==> src/hdl/bero_pkg.sv <==
package bero_pkg;

  localparam int unsigned PIX_W       = 8;
  localparam int unsigned CFG_W       = 11;
  localparam int unsigned CFG_IDX_W   = 1;
  localparam int unsigned WIDTH_RST   = 640;
  localparam int unsigned HEIGHT_RST  = 480;
  localparam int unsigned OFIFO_DEPTH = 3;
  localparam int unsigned OFIFO_CNT_W = 2;
  localparam int unsigned OFIFO_PTR_W = 2;

  localparam logic [PIX_W-1:0] WHITE = 8'd255;

  typedef enum logic [CFG_IDX_W-1:0] {
    REG_IMAGE_WIDTH  = 1'd0,
    REG_IMAGE_HEIGHT = 1'd1
  } cfg_reg_e;

  typedef struct packed {
    logic             valid;
    logic             emit;
    logic             last;
    logic             skip_top;
    logic             skip_bot;
    logic             skip_left;
    logic             skip_right;
    logic [PIX_W-1:0] pix;
  } issue_t;

  typedef struct packed {
    logic             last;
    logic [PIX_W-1:0] pix;
  } result_t;

endpackage

==> src/hdl/bero_ctrl.sv <==
module bero_ctrl #(
  parameter int unsigned MAX_WIDTH  = 1024,
  parameter int unsigned MAX_HEIGHT = 1024
) (
  input  logic                                 clk_i,
  input  logic                                 rst_ni,
  input  logic                                 s_tvalid_i,
  output logic                                 s_tready_o,
  input  logic [bero_pkg::PIX_W-1:0]           s_tdata_i,
  input  logic                                 s_tuser_i,
  input  logic                                 cfg_valid_i,
  output logic                                 cfg_ready_o,
  input  logic [bero_pkg::CFG_IDX_W-1:0]       cfg_index_i,
  input  logic [bero_pkg::CFG_W-1:0]           cfg_data_i,
  input  logic [bero_pkg::OFIFO_CNT_W-1:0]     fifo_cnt_i,
  input  logic                                 s1_emit_i,
  output bero_pkg::issue_t                     iss_o,
  output logic [$clog2(MAX_WIDTH)-1:0]         iss_col_o,
  output logic                                 clr_en_o,
  output logic [$clog2(MAX_WIDTH)-1:0]         clr_addr_o
);

  localparam int unsigned CW  = $clog2(MAX_WIDTH);
  localparam int unsigned WW  = $clog2(MAX_WIDTH + 1);
  localparam int unsigned HW  = $clog2(MAX_HEIGHT + 1);
  localparam int unsigned RW  = $clog2(MAX_HEIGHT + 3);
  localparam int unsigned OCW = $clog2(MAX_WIDTH * MAX_HEIGHT);
  localparam int unsigned PW  = WW + HW;
  localparam int unsigned EWW = (bero_pkg::CFG_W > WW) ? bero_pkg::CFG_W : WW;
  localparam int unsigned EHW = (bero_pkg::CFG_W > HW) ? bero_pkg::CFG_W : HW;
  localparam int unsigned W_RST =
    (bero_pkg::WIDTH_RST > MAX_WIDTH) ? MAX_WIDTH : bero_pkg::WIDTH_RST;
  localparam int unsigned H_RST =
    (bero_pkg::HEIGHT_RST > MAX_HEIGHT) ? MAX_HEIGHT : bero_pkg::HEIGHT_RST;
  localparam int unsigned FCW = bero_pkg::OFIFO_CNT_W + 1;

  logic [WW-1:0]  w_q, w_d;
  logic [HW-1:0]  h_q, h_d;
  logic [CW-1:0]  col_q, col_d;
  logic [RW-1:0]  row_q, row_d;
  logic [OCW-1:0] oc_q, oc_d;
  logic           clearing_q, clearing_d;
  logic [CW-1:0]  clr_q, clr_d;

  logic [EWW-1:0] wv_ext;
  logic [EHW-1:0] hv_ext;
  logic [WW-1:0]  w_cfg;
  logic [HW-1:0]  h_cfg;

  logic           room, accept, frame_in, take;
  logic           c_zero, c_one, c_ge_w, w_is1, emit, last;
  logic [RW-1:0]  h_row;
  logic [PW-1:0]  frame_size;
  logic [OCW:0]   oc_inc;
  logic [CW:0]    c_inc;

  assign cfg_ready_o = 1'b1;

  assign wv_ext = EWW'(cfg_data_i);
  assign hv_ext = EHW'(cfg_data_i);
  assign w_cfg  = (wv_ext == '0) ? WW'(1) :
                  (wv_ext > EWW'(MAX_WIDTH)) ? WW'(MAX_WIDTH) : WW'(wv_ext);
  assign h_cfg  = (hv_ext == '0) ? HW'(1) :
                  (hv_ext > EHW'(MAX_HEIGHT)) ? HW'(MAX_HEIGHT) : HW'(hv_ext);

  always_comb begin
    w_d = w_q;
    h_d = h_q;
    if (cfg_valid_i) begin
      unique case (bero_pkg::cfg_reg_e'(cfg_index_i))
        bero_pkg::REG_IMAGE_WIDTH:  w_d = w_cfg;
        bero_pkg::REG_IMAGE_HEIGHT: h_d = h_cfg;
        default: ;
      endcase
    end
  end

  assign room       = (FCW'(fifo_cnt_i) + FCW'(s1_emit_i)) <= FCW'(2);
  assign s_tready_o = !clearing_q && room;
  assign accept     = s_tvalid_i && s_tready_o;

  assign h_row      = RW'(h_q);
  assign frame_in   = row_q < h_row;
  assign take       = accept && !(s_tuser_i && frame_in);

  assign c_zero     = col_q == '0;
  assign c_one      = col_q == CW'(1);
  assign c_ge_w     = (CW + 1)'(col_q) >= (CW + 1)'(w_q);
  assign w_is1      = w_q == WW'(1);
  assign emit       = (row_q >= RW'(2)) || ((row_q == RW'(1)) && !c_zero);
  assign frame_size = PW'(w_q) * PW'(h_q);
  assign oc_inc     = (OCW + 1)'(oc_q) + (OCW + 1)'(1);
  assign last       = emit && (PW'(oc_inc) == frame_size);
  assign c_inc      = (CW + 1)'(col_q) + (CW + 1)'(1);

  always_comb begin
    iss_o.valid      = take;
    iss_o.emit       = emit;
    iss_o.last       = last;
    iss_o.skip_top   = c_zero ? (row_q == RW'(2)) : (row_q == RW'(1));
    iss_o.skip_bot   = c_zero ? (row_q > h_row) : (row_q >= h_row);
    iss_o.skip_left  = (c_zero && w_is1) || c_one;
    iss_o.skip_right = c_zero || c_ge_w;
    iss_o.pix        = frame_in ? s_tdata_i : '0;
  end
  assign iss_col_o = col_q;

  always_comb begin
    col_d = col_q;
    row_d = row_q;
    oc_d  = oc_q;
    if (take) begin
      if (last) begin
        col_d = '0;
        row_d = '0;
        oc_d  = '0;
      end else begin
        if (emit) begin
          oc_d = oc_inc[OCW-1:0];
        end
        if (c_inc >= (CW + 1)'(w_q)) begin
          col_d = '0;
          if (row_q != '1) begin
            row_d = row_q + RW'(1);
          end
        end else begin
          col_d = c_inc[CW-1:0];
        end
      end
    end
  end

  always_comb begin
    clr_d      = clr_q;
    clearing_d = clearing_q;
    if (clearing_q) begin
      if (clr_q == CW'(MAX_WIDTH - 1)) begin
        clearing_d = 1'b0;
      end else begin
        clr_d = clr_q + CW'(1);
      end
    end
  end

  assign clr_en_o   = clearing_q;
  assign clr_addr_o = clr_q;

  always_ff @(posedge clk_i or negedge rst_ni) begin
    if (!rst_ni) begin
      w_q        <= WW'(W_RST);
      h_q        <= HW'(H_RST);
      col_q      <= '0;
      row_q      <= '0;
      oc_q       <= '0;
      clearing_q <= 1'b1;
      clr_q      <= '0;
    end else begin
      w_q        <= w_d;
      h_q        <= h_d;
      col_q      <= col_d;
      row_q      <= row_d;
      oc_q       <= oc_d;
      clearing_q <= clearing_d;
      clr_q      <= clr_d;
    end
  end

`ifndef NO_ASSERTIONS
  a_frame_restart: assert property (@(posedge clk_i) disable iff (!rst_ni)
    take && last |=> col_q == '0 && row_q == '0 && oc_q == '0)
    else $error("position counters not cleared after frame end");
  a_col_bound: assert property (@(posedge clk_i) disable iff (!rst_ni)
    (CW + 1)'(col_q) < (CW + 1)'(MAX_WIDTH))
    else $error("column beyond line store depth");
`endif

endmodule

==> config.mk <==
export PLATFORM = sky130hd
export DESIGN_NAME = bero_ctrl
export DESIGN_NICKNAME = d
export VERILOG_FILES = /design/src/hdl/bero_pkg.sv /design/src/hdl/bero_ctrl.sv
export SDC_FILE = /design/constraint.sdc
export NUM_CORES = 1
export LEC_CHECK = 0
export BUFFER_PORTS_ARGS = -buffer_cell sky130_fd_sc_hd__buf_2
export CAP_MARGIN = 20
export CORE_ASPECT_RATIO = 1.5
export CORE_UTILIZATION = 60
export DETAILED_ROUTE_END_ITERATION = 12
export PLACE_DENSITY = 0.79
export RECOVER_POWER = 25
export SLEW_MARGIN = 15
export SYNTH_ARGS = -nofsm -noshare
export SYNTH_HDL_FRONTEND = slang
export SYNTH_SLANG_ARGS = --single-unit
==> constraint.sdc <==
create_clock -name clk_i -period 10.7 [get_ports clk_i]
set_clock_uncertainty 0.15 [all_clocks]
set_input_delay 2.14 -clock clk_i [delete_from_list [all_inputs] [get_ports clk_i]]
set_output_delay 2.14 -clock clk_i [all_outputs]
set_load 0.005 [all_outputs]
## After elaboration in Yosys (flattened, before gate mapping)

Cells that the tools add are included.
W data, S select, Z words.

- Add/subtract/negate cells: 5
- Multipliers: 1
- Divide/modulo/power cells: 0
- Order comparisons: 8
- Eq/ne operators: 7
- Shift-type cells: 0
- Multiplexer cells: 14
- Bitwise operators: 2
- Reductions and logical operators: 23

Operator list:

| cell | count |
|---|---|
| $mux W11 | 5 |
| $mux W20 | 2 |
| $eq A11 B1 Y1 const B | 2 |
| $eq A21 B22 Y1 | 1 |
| $ge A11 B11 Y1 | 2 |
| $mul A11 B11 Y22 | 1 |
| $add A20 B1 Y21 const B | 1 |
| $mux W10 | 2 |
| $add A10 B1 Y11 const B | 1 |
| $add A11 B1 Y11 const B | 1 |
| $eq A11 B2 Y1 const B | 1 |
| $ge A10 B11 Y1 | 1 |
| $ge A11 B2 Y1 const B | 1 |
| $gt A11 B11 Y1 | 1 |
| $gt A11 B11 Y1 const B | 1 |
| $logic_not A11 Y1 | 1 |
| $lt A11 B11 Y1 | 1 |
| $ne A11 B11 Y1 const B | 1 |
| $add A10 B1 Y10 const B | 1 |
| $eq A10 B1 Y1 const B | 1 |
| $eq A10 B10 Y1 const B | 1 |
| $logic_not A10 Y1 | 1 |
| $mux W8 | 1 |
| $reduce_and A2 Y1 | 4 |
| 9 further kinds | 25 |

- Flip-flop bits (word level): 74
- Bits in latches: 0
- Memory bits (writable): 0
- Bits in read-only memories: 0
- Output and inout bits: 38
- Logic and storage cells: 67
- Memories kept: 0

## Depth between registers and ports, before layout

Gate-level depths: netlist of run 1.

- Depth after elaboration: 7
- Depth in mapped cells: 24

## Least setup slack after synthesis of run 1

OpenSTA, ideal clock, no wires.

- Path kind: register to output
- Start point: reg h_q[7]
- End point: out iss_o[12] (netlist name)
- Data arrival time: 5.914 ns
- Required time: 8.410 ns
- Setup slack: 2.496 ns
- Stages on the path, launching flop included: 20
- Path buffers: 2
- Path through: dfstp_2 clkbuf_1 nand2_1 fa_1 fa_1 fa_1 fa_1 fa_1 inv_1 ha_1 and3_1 and3_1 a211oi_1 o21ai_0 xnor2_1 nor2_1 nand3_1 or4_1 nor3_1 buf_4

- Cells in the longest elaborated chain, start to end: 3

Ends and longest elaborated chain:

| what | line | RTL |
|---|---|---|
| from (decl) | bero_ctrl.sv:38 | `logic [HW-1:0] h_q, h_d;` |
| from (signal assigned) | bero_ctrl.sv:151 | `h_q <= HW'(H_RST);` |
| $mul A11 B11 Y22 | bero_ctrl.sv:91 | `assign frame_size = PW'(w_q) * PW'(h_q);` |
| $eq A21 B22 Y1 | bero_ctrl.sv:93 | `assign last = emit && (PW'(oc_inc) == frame_size);` |
| $logic_and A1 B1 Y1 | bero_ctrl.sv:93 |  |
| to (decl) | bero_ctrl.sv:17 | `output bero_pkg::issue_t iss_o,` |

Every way passes these cells.

==> results of run 1 <==
-- area by class of cell --
| cell class | count | area, sq um |
|---|---|---|
| Inverter | 118 | 443 |
| Multi-Input combinational cell | 835 | 6630 |
| Sequential cell | 74 | 1860 |
| Clock buffer | 9 | 225 |
| Clock inverter | 7 | 76.3 |
| Fill cell | 1258 | 4920 |
| Timing Repair Buffer | 66 | 330 |
| Tap cell | 196 | 245 |
-- worst max-delay path by stage --
stage | cells past startpoint | startpoint | endpoint | slack (ns)
finish | 21 | w_q[3]$_DFFE_PN0P_ | iss_o[12] | 1.59
global route | 21 | w_q[3]$_DFFE_PN0P_ | iss_o[12] | 1.25
CTS | 21 | w_q[3]$_DFFE_PN0P_ | iss_o[12] | 1.64
detailed placement | 21 | w_q[3]$_DFFE_PN0P_ | iss_o[12] | 2.04
global placement | 21 | w_q[3]$_DFFE_PN0P_ | iss_o[12] | 2.23
floorplan | 19 | h_q[7]$_DFFE_PN1P_ | iss_o[12] | 2.50
-- per-layer routing --
metal / vias to the layer above / GRT usage, %
met4: 0 / 19.0
met3: 85 / 3.66
met5: - / 0
met1: 3656 / 35.1
met2: 261 / 54.0
li1: 3623 / -
-- sequential cells by signal, indices dropped and copies added (netlist names) --
register	count
clr_en_o	1
h_q	11
iss_col_o	10
clr_addr_o	10
w_q	11
oc_q	20
row_q	11
-- kinds of logic after synthesis --
kind of cell	count (synthesis)	synth area share, %
compound gates	162	11.0
other cells	1	0.0410
mux	5	0.602
xor+xnor	71	7.18
fa+ha+maj	183	31.6
flops	74	20.4
buf+inv	167	7.18
simple gates	413	22.1
-- power groups by stage --
stage | combinational [mW] | sequential, mW | clock [mW]
2_1_floorplan | 0.550 | 0.351 | 0
3_3_place_gp | 0.691 | 0.393 | 0
3_5_place_dp | 0.707 | 0.395 | 0
4_1_cts | 0.716 | 0.390 | 0.318
5_1_grt | 0.804 | 0.398 | 0.326
6_report | 0.716 | 0.393 | 0.316
-- through the flow --
step	hold WS, ns	cell area (sq um)	std cells	total power [mW]	utilization, %
after floorplan	0.319	9140	1076	0.901	-
after global placement	0.328	9500	1288	1.08	64.5
after detailed placement	0.337	9510	1289	1.10	64.6
after CTS	0.349	9810	1305	1.42	66.6
after global routing	0.356	9810	1305	1.53	66.6
final	0.346	9810	1305	1.42	66.6
-- placed cells by master, fill, tap and decap left out, drive strengths merged, types with 9 or more instances in the layout --
cell and count:
inv 119, nor4 9, nand4 19, clkbuf 11
and3 10, nor3 20, o21ai 60, ha 103
xor2 22, a21o 17, and2 31, xnor2 47
nand3 34, nor2 80, nand2 160, fa 80
dfrtp 67, nand2b 14, buf 64, a21oi 29
-- synth_stat cells, drive strengths merged (2+ instances only) --
library cell / count / area [sq um]
nand2: 160 / 601
xnor2: 47 / 419
xnor3: 2 / 45.0
dfrtp: 67 / 1680
inv: 117 / 439
or3: 7 / 43.8
o22ai: 5 / 31.3
clkbuf: 38 / 144
o31ai: 4 / 30.0
o21a: 8 / 60.1
o21bai: 2 / 15.0
nor3b: 2 / 15.0
a211oi: 4 / 30.0
a21oi: 29 / 145
nor2b: 7 / 43.8
fa: 80 / 1600
a21o: 17 / 128
nor3: 20 / 116
and3: 10 / 62.6
a22o: 7 / 61.3
o21ai: 60 / 300
and2: 31 / 194
a31oi: 6 / 37.5
ha: 103 / 1290
nand4: 19 / 125
a221oi: 2 / 17.5
nor4b: 6 / 67.6
or4: 4 / 33.8
and4b: 2 / 20.0
a2111oi: 2 / 18.8
nand2b: 14 / 87.6
nor2: 80 / 303
o211ai: 6 / 45.0
xor2: 22 / 193
and4: 3 / 26.3
mux2: 4 / 45.0
nand3: 34 / 170
nor4: 9 / 56.3
buf: 11 / 70.1
dfstp: 7 / 184
a21boi: 5 / 37.5
==> impl_metrics.py, run 1 <==
metrics = {
    "power_and_ir_drop": {
        "p_leak_nw": 4.62,
        "vdd_drop_max_mv": 0.0819,
        "power.net_switching_mw": 0.620,
        "power.switching_fraction_pct": 43.5,
        "combinationalPowerShare_pct": 50.2,
        "power.sequential.fraction_pct": 27.6,
        "power.internal_mw": 0.805,
        "clkPwrFrac_pct": 22.2,
        "power.density_mw_per_mm2": 145,
    },
    "synthesis": {
        "post_synth.cell_area_avg_sq_um": 8.50,
        "synth.cell_area_sq_mm": 0.00914,
        "synth.yosys.seq_area_share_pct": 20.4,
        "synth_ff_type": "sky130_fd_sc_hd__dfrtp_1",
        "ys_ff_latch": 74,
        "number_of_synthesized_flops_with_an_enable_pin": 0,
        "ys.warnings.count": 0,
        "netlist_instances": 1076,
        "synth_cell_types": 67,
        "async_flop_share_pct": 100,
        "syn_nets": 1287,
    },
    "floorplan": {
        "row_count": 54,
        "placeableCoreArea_sq_mm": 0.0147,
        "effective_utilization_at_floorplan_pct": 62.1,
        "die-area_sq_mm": 0.0157,
        "ioPinCount": 66,
        "fp.dieH_um": 153,
        "die_width_um": 103,
    },
    "setup_path": {
        "critical_path.endpoint_type": "output port",
        "reg2reg_slack_ns": 3.33,
        "rr_worst_depth": 21,
        "r2r-end": "row_q[8]$_DFFE_PN0P_",
        "cp_max_fo": 13,
        "crit_required_ns": 8.41,
        "family_with_the_most_delay_on_the_worst_path": "adder cells",
        "worst_r2r_startpoint": "w_q[3]$_DFFE_PN0P_",
        "critical_path.cell_chain": "nand2_1, fa_1, fa_1, inv_1, ha_1, inv_1, fa_1, fa_1, inv_1, ha_1, and2_1, a221oi_1, a21boi_1, a211oi_1, o21ai_0, xnor2_1, nor2_1, nand3_1, or4_1, nor3_1, buf_2",
        "worst-path-buf-inv": 4,
        "worst_ep_arrival_time_ns": 6.82,
        "slowest_stage": "sky130_fd_sc_hd__a211oi_1",
        "worstSetupStartpointType": "flop",
        "path_common_cell": "sky130_fd_sc_hd__fa_1",
        "maximum_cell_stage_delay_along_the_critical_path_ns": 0.67,
        "critical_path_class": "flop to output port",
    },
    "clock_network": {
        "cts_tree": "done",
        "insertion_delay_ns": 0.35,
        "postCtsSetupRepairBufs": 0,
        "h_tree_level_count": 3,
        "tritoncts.num_buffers": 9,
        "clock_sink_count": 74,
        "cts_resizes": 0,
        "cts_buffer_depth": 2,
        "cts_hold_buf": 0,
        "cts.reportedPaths.clkPinSlew_ns": 0.06,
        "clock_tree.root_cell": "sky130_fd_sc_hd__clkbuf_16",
    },
    "route": {
        "ant_nets": 0,
        "detail_route.wirelength_um": 22600,
        "wl_met1_um": 8440,
        "vias": 7625,
        "detail_route.vias_per_cell": 5.84,
        "routed.top_layer": "met4",
        "dr_wl_met3_um": 1150,
        "drc": 0,
        "routedWlPerCell_um": 17.4,
        "detail_route.first_pass.iterations": 7,
        "route.met2.wl_um": 11700,
        "drtIter0Drc": 349,
    },
    "global_route": {
        "grt_use_total_pct": 30.9,
        "vias_in_the_first_global_route": 7811,
        "overflow": 0,
        "antenna_found_initial": 0,
        "first_pass_grt_wire_length_um": 37400,
        "largest_net_degree_at_the_start_of_global_routing": 75,
    },
    "hold_path": {
        "worst_hold_path_type": "flop to flop",
        "worst_hold_startpoint": "clr_addr_o[6]$_DFFE_PN0P_",
        "timing.hold.worst_path_depth": 1,
        "timing.hold.worst_endpoint": "clr_addr_o[6]$_DFFE_PN0P_",
    },
    "status": {
        "violations": "max-capacitance violations, max-slew violations",
        "status": "finished, violations left",
    },
    "place": {
        "io_buffer_count": 64,
        "gpl.final_weighted_congestion": 0.978,
        "dp_slack_ns": 2.04,
        "hpwl_detailed_um": 18000,
    },
    "finish": {
        "flow.area_growth_from_synthesis_pct": 7.25,
        "layout-drive-gt1-share_pct": 9.20,
        "number_of_antenna_diodes": 0,
        "finish.net_count": 1315,
    },
    "sta": {
        "final_max_slew_viol_count": 75,
        "final_ws_setup_ns": 1.59,
        "slew-limit-headroom_pct": -172,
        "setup_viol": 0,
        "fin_tns_setup_ns": 0,
        "min_period_over_period_pct": 85.2,
        "hold_viol": 0,
        "rsz0062_at_grt": "false",
        "finalWorstPathRequiredPeriod_ns": 9.11,
        "fmax_ghz": 0.110,
        "worst_pin_slew_ns": 4.07,
    },
    "job": {
        "reported_max_cap_violation_count": 1,
    },
}
No activity file was read; power rests on OpenSTA's default activity.
==> inputs of run 2 (changes only) <==
--- a/config.mk
+++ b/config.mk
@@ -12,6 +12,7 @@
 export DETAILED_ROUTE_END_ITERATION = 12
 export PLACE_DENSITY = 0.79
 export RECOVER_POWER = 25
+export REMOVE_ABC_BUFFERS = 1
 export SLEW_MARGIN = 15
 export SYNTH_ARGS = -nofsm -noshare
 export SYNTH_HDL_FRONTEND = slang
==> impl_metrics.py, run 2 (synthesis results as in run 1) <==
metrics = {
    "power_and_ir_drop": {
        "power.internal_mw": 0.812,
        "clkPwrFrac_pct": 22.5,
        "vdd_drop_max_mv": 0.121,
        "power.net_switching_mw": 0.614,
        "power.switching_fraction_pct": 43.0,
        "report.power.total_mw": 1.43,
        "power.sequential.fraction_pct": 27.7,
        "combinationalPowerShare_pct": 49.8,
        "power.density_mw_per_mm2": 145,
        "p_leak_nw": 4.63,
    },
    "floorplan": {
        "die-area_sq_mm": 0.0157,
        "die_width_um": 103,
        "ioPinCount": 66,
        "effective_utilization_at_floorplan_pct": 62.1,
        "placeableCoreArea_sq_mm": 0.0147,
        "fp.dieH_um": 153,
        "row_count": 54,
    },
    "global_route": {
        "overflow": 0,
        "vias_in_the_first_global_route": 7723,
        "met3_capacity_usage_during_global_routing_pct": 4.02,
        "largest_net_degree_at_the_start_of_global_routing": 75,
        "antenna_found_initial": 0,
        "use_met2_pct": 52.6,
        "grtUsageMet1_pct": 36.8,
        "grt_use_total_pct": 30.6,
        "first_pass_grt_wire_length_um": 37400,
        "grt-busiest-layer": "met2",
    },
    "finish": {
        "final_area_sq_mm": 0.00982,
        "flow.area_growth_from_synthesis_pct": 7.44,
        "postLayoutCoreUtil_pct": 66.7,
        "finish.net_count": 1315,
        "max_reg_flops": 20,
        "leading_cell_types_in_the_layout_fill_and_taps_excluded": "160 x sky130_fd_sc_hd__nand2_1, 115 x sky130_fd_sc_hd__inv_1, 103 x sky130_fd_sc_hd__ha_1",
        "layout.cells.most_common": "sky130_fd_sc_hd__nand2_1",
        "multi_input_area_sq_mm": 0.00663,
        "stdcell_count": 1305,
        "largest_register": "oc_q",
        "final-seq-area_sq_mm": 0.00186,
        "number_of_antenna_diodes": 0,
        "layout-drive-gt1-share_pct": 9.29,
        "number_of_fill_cells": 1238,
    },
    "route": {
        "drtIter0Drc": 374,
        "detail_route.wirelength_um": 22300,
        "detail_route.vias_per_cell": 5.84,
        "routedWlPerCell_um": 17.1,
        "vias": 7621,
        "ant_nets": 0,
        "drc": 0,
        "detail_route.first_pass.iterations": 5,
    },
    "sta": {
        "final_ws_setup_ns": 1.55,
        "hold-worst-slack_ns": 0.337,
        "worst_pin_slew_ns": 4.00,
        "slew-limit-headroom_pct": -166,
        "fmax_ghz": 0.109,
        "rsz0062_at_grt": "false",
        "setup_viol": 0,
        "fin_tns_setup_ns": 0,
        "finalWorstPathRequiredPeriod_ns": 9.15,
        "min_period_over_period_pct": 85.5,
        "hold_viol": 0,
        "final_max_slew_viol_count": 75,
    },
    "clock_network": {
        "tritoncts.num_buffers": 9,
        "clock_tree.root_cell": "sky130_fd_sc_hd__clkbuf_16",
        "cts_resizes": 0,
        "insertion_delay_ns": 0.34,
        "cts_buffer_depth": 2,
        "cts.reportedPaths.clkPinSlew_ns": 0.06,
        "postCtsSetupRepairBufs": 0,
        "cts_hold_buf": 0,
        "cts_tree": "done",
        "h_tree_level_count": 3,
        "clock_sink_count": 74,
    },
    "place": {
        "dpl-instance-area_sq_mm": 0.00951,
        "dp_cells": 1289,
        "io_buffer_count": 64,
        "dp_slack_ns": 2.07,
        "gpl.final_weighted_congestion": 0.917,
        "hpwl_detailed_um": 17600,
    },
    "setup_path": {
        "crit_required_ns": 8.41,
        "critical_path_class": "flop to output port",
        "critical_path.endpoint_type": "output port",
        "cp_max_fo": 12,
        "worst_ep_arrival_time_ns": 6.86,
        "worstSetupStartpointType": "flop",
        "rr_worst_depth": 20,
    },
    "status": {
        "violations": "max-capacitance violations, max-slew violations",
        "status": "finished, violations left",
    },
    "hold_path": {
        "timing.hold.worst_path_depth": 1,
        "worst_hold_path_type": "flop to flop",
    },
    "job": {
        "reported_max_cap_violation_count": 1,
    },
}
run 2: final timing paths:
check                                     startpoint                         to  slack [ns]
setup / recovery                  w_q[2]$_DFFE_PN0P_                  iss_o[12]        1.55
hold / removal             clr_addr_o[9]$_DFFE_PN0P_  clr_addr_o[9]$_DFFE_PN0P_        0.34
setup reg to reg                  w_q[2]$_DFFE_PN0P_   iss_col_o[9]$_DFFE_PN0P_        3.31
hold reg to reg            clr_addr_o[9]$_DFFE_PN0P_  clr_addr_o[9]$_DFFE_PN0P_        0.34
max in group asynchronous                     rst_ni        h_q[10]$_DFFE_PN0P_        5.08
min in group asynchronous                     rst_ni       oc_q[17]$_DFFE_PN0P_        3.01
run 2: layer usage:
layer	up-vias	part of all wire (%)
met5	-	0
met4	0	5.0
met3	77	4.9
met2	268	51
met1	3643	39
li1	3633	-
run 2: layout make-up:
class / count / area share [%]
multi-input combinational: 835 / 67.5
sequential: 74 / 18.9
clock buffer: 10 / 2.43
clock inverter: 6 / 0.739
inverter: 118 / 4.51
tap: 196 / 2.50
timing repair buffer: 66 / 3.39
run 2: worst max-delay path, cell delays in order (launching register included):
cell                       delay (ns)
sky130_fd_sc_hd__dfrtp_1         0.60
sky130_fd_sc_hd__nand2_1         0.15
sky130_fd_sc_hd__fa_1            0.57
sky130_fd_sc_hd__inv_1           0.05
sky130_fd_sc_hd__ha_1            0.22
sky130_fd_sc_hd__fa_1            0.55
sky130_fd_sc_hd__inv_1           0.06
sky130_fd_sc_hd__fa_1            0.48
sky130_fd_sc_hd__fa_1            0.56
sky130_fd_sc_hd__inv_1           0.04
sky130_fd_sc_hd__ha_1            0.34
sky130_fd_sc_hd__and2_1          0.20
sky130_fd_sc_hd__a221oi_1        0.38
sky130_fd_sc_hd__a21boi_1        0.20
sky130_fd_sc_hd__a211oi_1        0.66
sky130_fd_sc_hd__o21ai_0         0.25
sky130_fd_sc_hd__xnor2_1         0.21
sky130_fd_sc_hd__nor2_1          0.12
sky130_fd_sc_hd__nand3_1         0.08
sky130_fd_sc_hd__or4_1           0.52
sky130_fd_sc_hd__nor3_1          0.13
sky130_fd_sc_hd__buf_2           0.13
run 2: power groups by stage:
| stage | sequential (mW) | combinational, mW | clock [mW] |
|---|---|---|---|
| after global routing | 0.401 | 0.805 | 0.337 |
| after CTS | 0.392 | 0.713 | 0.326 |
| after global placement | 0.395 | 0.693 | 0 |
| after floorplan | 0.371 | 0.525 | 0 |
| after detailed placement | 0.396 | 0.704 | 0 |
| final | 0.395 | 0.711 | 0.321 |
